[src/hw/rtl/dynarr_pkg.sv]
// Shared types and constants for the dynamic array insert/erase engine.
`timescale 1ns / 1ps

package dynarr_pkg;

	localparam int DEPTH       = 1024;
	localparam int VALUE_WIDTH = 32;
	localparam int ADDR_W      = $clog2(DEPTH);
	localparam int CNT_W       = $clog2(DEPTH + 1);
	localparam int CAP_W       = CNT_W + 1;
	localparam int POS_W       = 11;
	localparam int WORD_W      = 32;

	typedef enum logic [1:0] {
		CMD_INSERT = 2'd0,
		CMD_ERASE  = 2'd1,
		CMD_GET    = 2'd2,
		CMD_SET    = 2'd3
	} cmd_t;

	typedef enum logic [1:0] {
		ST_OK    = 2'd0,
		ST_RANGE = 2'd1,
		ST_FULL  = 2'd2
	} status_t;

	typedef struct packed {
		cmd_t                     command;
		logic [POS_W-1:0]         position;
		logic [POS_W-1:0]         erase_count;
		logic signed [WORD_W-1:0] value;
		logic                     last_in_run;
	} req_t;

	typedef struct packed {
		logic signed [WORD_W-1:0] read_value;
		logic [POS_W-1:0]         element_count;
		logic [POS_W:0]           capacity_now;
		status_t                  status;
	} rsp_t;

	// controller to datapath
	typedef struct packed {
		logic load;
		logic check;
		logic shift;
		logic finish;
	} dp_cmd_t;

	// datapath to controller
	typedef struct packed {
		logic need_shift;
		logic shift_last;
		logic out_free;
	} dp_stat_t;

endpackage

[src/hw/rtl/dynarr_ctrl.sv]
// Controller state machine: sequences check, shift, drain and finish per request.
`timescale 1ns / 1ps

module dynarr_ctrl import dynarr_pkg::*; (
	input  logic     clk,
	input  logic     arst_n,
	input  logic     req_valid,
	input  dp_stat_t stat,
	output logic     req_stall,
	output dp_cmd_t  cmd
);

	typedef enum logic [4:0] {
		S_IDLE   = 5'b00001,
		S_CHECK  = 5'b00010,
		S_SHIFT  = 5'b00100,
		S_DRAIN  = 5'b01000,
		S_FINISH = 5'b10000
	} state_t;

	state_t state_q;
	state_t state_nx;

	always_comb begin
		state_nx = state_q;
		cmd      = '0;
		unique case (state_q)
			S_IDLE: begin
				cmd.load = req_valid;
				if (req_valid) begin
					state_nx = S_CHECK;
				end
			end
			S_CHECK: begin
				cmd.check = 1'b1;
				state_nx  = stat.need_shift ? S_SHIFT : S_FINISH;
			end
			S_SHIFT: begin
				cmd.shift = 1'b1;
				if (stat.shift_last) begin
					state_nx = S_DRAIN;
				end
			end
			// let the last moved word land before the final write
			S_DRAIN: begin
				state_nx = S_FINISH;
			end
			S_FINISH: begin
				cmd.finish = stat.out_free;
				if (stat.out_free) begin
					state_nx = S_IDLE;
				end
			end
			default: begin
				state_nx = S_IDLE;
			end
		endcase
	end

	always_ff @(posedge clk or negedge arst_n) begin
		if (!arst_n) begin
			state_q <= S_IDLE;
		end else begin
			state_q <= state_nx;
		end
	end

	assign req_stall = (state_q != S_IDLE);

endmodule
[config.mk]
export PLATFORM = sky130hd
export DESIGN_NAME = dynarr_ctrl
export DESIGN_NICKNAME = d
export VERILOG_FILES = /design/src/hw/rtl/dynarr_pkg.sv /design/src/hw/rtl/dynarr_ctrl.sv
export SDC_FILE = /design/constraint.sdc
export NUM_CORES = 1
export LEC_CHECK = 0
export ABC_CLOCK_PERIOD_IN_PS = 2300
export BUFFER_PORTS_ARGS = -buffer_cell sky130_fd_sc_hd__buf_2
export CAP_MARGIN = 30
export CORE_AREA = 2 2 39 41
export CTS_BUF_LIST = sky130_fd_sc_hd__clkbuf_4 sky130_fd_sc_hd__clkbuf_8
export CTS_CLUSTER_DIAMETER = 60
export DETAILED_ROUTE_END_ITERATION = 10
export DIE_AREA = 0 0 41 43
export PLACE_DENSITY = 0.46
export SETUP_SLACK_MARGIN = 0.15
export SYNTH_ARGS = -nofsm -noshare
export SYNTH_HDL_FRONTEND = slang
export SYNTH_SLANG_ARGS = --single-unit
[constraint.sdc]
create_clock -name clk -period 2.3 [get_ports clk]
set_input_delay 0 -clock clk [delete_from_list [all_inputs] [get_ports clk]]
set_output_delay 0 -clock clk [all_outputs]
set_load 0.03 [all_outputs]
# Word level (Yosys, flattened, before mapping)
# Index checks and enable logic that the tools add are counted.
[classes]
mux = 9
n_reduce_logical = 1
eq_ne = 9
[op_table]
columns = ["cell", "n"]
rows = [
  ["$pmux 5 s5", 1],
  ["$mux 5", 4],
  ["$ne 2x2->1 const B", 3],
  ["$eq 5x1->1 const B", 1],
  ["$eq 5x2->1 const B", 1],
  ["$eq 5x3->1 const B", 1],
  ["$eq 5x4->1 const B", 1],
  ["$eq 5x5->1 const B", 1],
  ["$ne 5x1->1 const B", 1],
  ["$mux 1", 4],
  ["$reduce_and 3->1", 1],
]
[word_totals]
register_bits = 5
word_cells = 20
output_inout_bits = 5
input_bits = 6

# Longest topological paths before layout
[logic_depth]
depth_word = 3
ltp_mapped = 4

# Worst setup path before layout
# No wires, ideal clock.
[synth_path]
kind = "register -> register"
from = "reg state_q[0]"
to = "reg state_q[2]"
setup_ns = 0.121
path_stages_with_launch = 4
t_arrival_ns = 1.125
path_slack_ns = 1.054
cell_sequence = "dfstp_2 -> nor2_1 -> and3_1 -> a22o_1"
[synth_via]
elab_chain_len = 3
[synth_lines]
columns = ["element", "line", "source"]
rows = [
  ["start, declared", "dynarr_ctrl.sv:21", "state_t state_q;"],
  ["start signal, assigned", "dynarr_ctrl.sv:64", "state_q <= state_nx;"],
  ["$eq 5x3->1 (tied with other cells)", "dynarr_ctrl.sv:27", "unique case (state_q)"],
  ["$ne 2x2->1 (no line)", "--", ""],
  ["$reduce_and 3->1 (no line)", "--", ""],
]
# Parallel ways exist; a longest one is shown, timed or not.
# A chain may end at the register's enable or synchronous reset.

==> flow_metrics.env <==
export IMPL_status="finished clean"
export IMPL_worst_setup_path_end_kind="primary output"
export IMPL_cts_buffer_depth=2
export IMPL_crit_buf_inv=1
export IMPL_gp_congestion=0.680
export IMPL_vdd_ir_drop_worst_mv=0.450
export IMPL_routed_wl_met2_um=311
export IMPL_drt_wl_total_um=638
export IMPL_cp_max_fo=7
export IMPL_post_cts_setup_buffers=0
export IMPL_synth_area_per_cell_um2=10.8
export IMPL_routed_via_density=4.52
export IMPL_tns_ns=0
export IMPL_grt_pass1_wl_um=1170
export IMPL_drt_wirelength_per_cell_um=10.5
export IMPL_root_buffer="clkbuf_4"
export IMPL_instances_no_fill=61
export IMPL_drtIter0Drc=9
export IMPL_cp_cell_sequence="nor3_4 -> and3b_2 -> buf_2"
export IMPL_largestRegisters="state_q (5)"
export IMPL_hold_class="primary input to flop"
export IMPL_place_hpwl_um=478
export IMPL_final_antenna_net_count=0
export IMPL_drc=0
export IMPL_post_route_period_util_pct=61.6
export IMPL_cpMaxStageDelayCell="dfrtp_1"
export IMPL_io_buffers=10
export IMPL_wl_met3_um=60
export IMPL_layout_drive_gt1_share_pct=42.2
export IMPL_start_util_pct=21.9
export IMPL_arrival_ns=1.42
export IMPL_synth_area_um2=303
export IMPL_cap_violations=0
export IMPL_num_rows=14
export IMPL_syn_to_final_growth_pct=42.6
export IMPL_finalSetupViolCount=0
export IMPL_die_height_um=43
export IMPL_grt_use_total_pct=10.6
export IMPL_rsz0062_at_grt="false"
export IMPL_regMostFlops="state_q"
export IMPL_worstPathRequired_ns=2.30
export IMPL_synth_adder_area_share_pct=0
export IMPL_cts_tree="built"
export IMPL_grt_pass1_vias=303
export IMPL_wl_met1_um=266
export IMPL_p_comb_share_pct=40.9
export IMPL_finalHoldViolCount=0
export IMPL_startpoint_type="flop"
export IMPL_grt_antenna_before_repair=0
export IMPL_maxSlewViolCount=0
export IMPL_syn_nets=34
export IMPL_htree_levels=1
export IMPL_power_density_mw_per_mm2=988
export IMPL_yosys_area_share_simple_pct=34.7
export IMPL_intPower_uw=261
export IMPL_die_area_mm2=0.00176
export IMPL_die_w_um=41
export IMPL_synthTopCellsByArea="dfrtp_1 33%, dfstp_2 8.7%, and3_1 6.2%"
export IMPL_diodes=0
export IMPL_fill_cells=158
export IMPL_p_leak_nw=0.217
export IMPL_r2r_slack_ns=1.14
export IMPL_yosys_area_top_type="dfrtp_1"
export IMPL_synth_xor_area_share_pct=2.89
export IMPL_synthMuxAreaShare_pct=3.31
export IMPL_max_slew_margin_rel_pct=79.1
export IMPL_ys_types=19
export IMPL_ys_ff_latch=5
export IMPL_finClkSkew_ns=0.00229
export IMPL_period_minus_slack_ns=1.42
export IMPL_grt_max_degree=8
export IMPL_synthCells=28
export IMPL_synth_top_family_by_area="simple AND/OR/NAND/NOR gates"
export IMPL_seq_area_frac_synth_pct=41.7
export IMPL_boundaryPins=11
export IMPL_pwr_share_clk_pct=26.3
export IMPL_vias=276
export IMPL_slowest_delay_ns=0.48
export IMPL_clock_sinks=5
export IMPL_dp_cells=53
export IMPL_dr_pass1_iters=4
export IMPL_highest_layer="met3"
export IMPL_switching_share_pct=38.7
export IMPL_clkLatencyLatePin_ns=0.24
export IMPL_switchingPower_uw=165
export IMPL_nets=52
export IMPL_cts_buffers=3
export IMPL_largest_reg_flops=5
export IMPL_fmax_mhz=706
export IMPL_critical_path_class="flop to primary output"
export IMPL_synth_compound_area_share_pct=12.4
export IMPL_critical_path_top_delay_family="simple AND/OR/NAND/NOR gates"
export IMPL_core_mm2=0.00138
export IMPL_grt_overflow_total=0
export IMPL_tightest_slew_ns=0.314
export IMPL_clk_pin_slew_ns=0.04
export IMPL_yosys_warnings=0
export IMPL_yosysTopAreaCellShare_pct=33.1
export IMPL_p_seq_share_pct=32.8
==> routing by layer <==
metal,vias to the layer above,global-route usage [%]
met1,124,11.8
met3,0,7.85
met4,0,6.00
met2,16,14.1
li1,136,-
met5,-,0
==> cell usage in the layout (no fill, tap or decap), drive strengths merged <==
cell         synthesis  routed
and2                 1       1
dfrtp                4       4
nor2                 4       4
nor4b                1       1
a211oi               1       1
clkbuf               0       4
o21bai               1       1
o41ai                1       1
buf                  1      10
dfstp                1       1
nor3                 1       1
dlygate4sd3          0       4
and3b                1       1
mux2i                1       1
nand2                2       2
a22o                 1       1
inv                  1       1
and2b                1       1
and3                 3       3
xnor2                1       1
and4                 1       1
==> power groups by stage <==
stage	clock network [mW]	logic [mW]	registers, mW
after floorplan	0	0.130	0.134
after global placement	0	0.170	0.142
after detailed placement	0	0.169	0.140
after CTS	0.118	0.175	0.139
after global routing	0.130	0.189	0.142
final	0.112	0.174	0.140
==> cells by family (layout without fill, tap and decap cells) <==
logic type                after synthesis  after routing
AOI/OAI and AO/OA                       4              4
xor gates and xnor gates                1              1
buffers and inverters                   2             19
DFF                                     5              5
muxes                                   1              1
and+or+nand+nor                        15             15
==> timing repair <==
action	4_1_cts	5_1_grt
hold buffers	4	0
hold endpoints to repair	8	0
resized for setup	0	0
==> worst paths after layout <==
check / to / from / cells after the start
worst max-delay path: cmd[2] / state_q[3] / 3
worst min-delay path: state_q[4] / stat[0] / 4
worst max register to register: state_q[2] / state_q[0] / 3
worst min register to register: state_q[4] / state_q[4] / 1
max in group asynchronous: state_q[0] / arst_n / 2
min in group asynchronous: state_q[1] / arst_n / 2
==> cell type report <==
cell class | instances | area, um2 | area share (%)
inverter | 1 | 3.75 | 0.870
clock buffer | 4 | 30.0 | 6.96
sequential | 5 | 126 | 29.3
multi-input combinational | 21 | 161 | 37.4
timing repair buffer | 14 | 90.1 | 20.9
tap | 16 | 20.0 | 4.64
==> stage by stage <==
step / total power [mW] / area, um2 / setup slack (ns) / utilization, % / hold WS [ns]
5_1_grt: 0.461 / 432 / 0.782 / 31.2 / 0.0906
3_5_place_dp: 0.308 / 362 / 1.14 / 26.1 / -0.179
2_1_floorplan: 0.264 / 303 / 1.05 / - / -0.296
4_1_cts: 0.432 / 432 / 0.869 / 31.2 / 0.0599
3_3_place_gp: 0.312 / 362 / 1.12 / 26.1 / -0.176
6_report: 0.426 / 432 / 0.883 / 31.2 / 0.0649
==> synth_stat cells <==
library cell,n
dfrtp_1,4
nor2_1,4
and3_1,3
nand2_1,2
a211oi_2,1
a22o_1,1
and2_1,1
and2b_1,1
and3b_2,1
and4_1,1
buf_6,1
dfstp_2,1
inv_1,1
mux2i_1,1
nor3_4,1
nor4b_2,1
o21bai_1,1
o41ai_1,1
xnor2_1,1
==> tightest hold or removal path: cells and delay by family <==
| family | cells | cell delay (ns) |
|---|---|---|
| AND/OR/NAND/NOR | 2 | 0.11 |
| buffers and inverters | 1 | 0.09 |
| AO/OA/AOI/OAI | 1 | 0.06 |
Note: power is estimated with default switching activity, not from simulation.
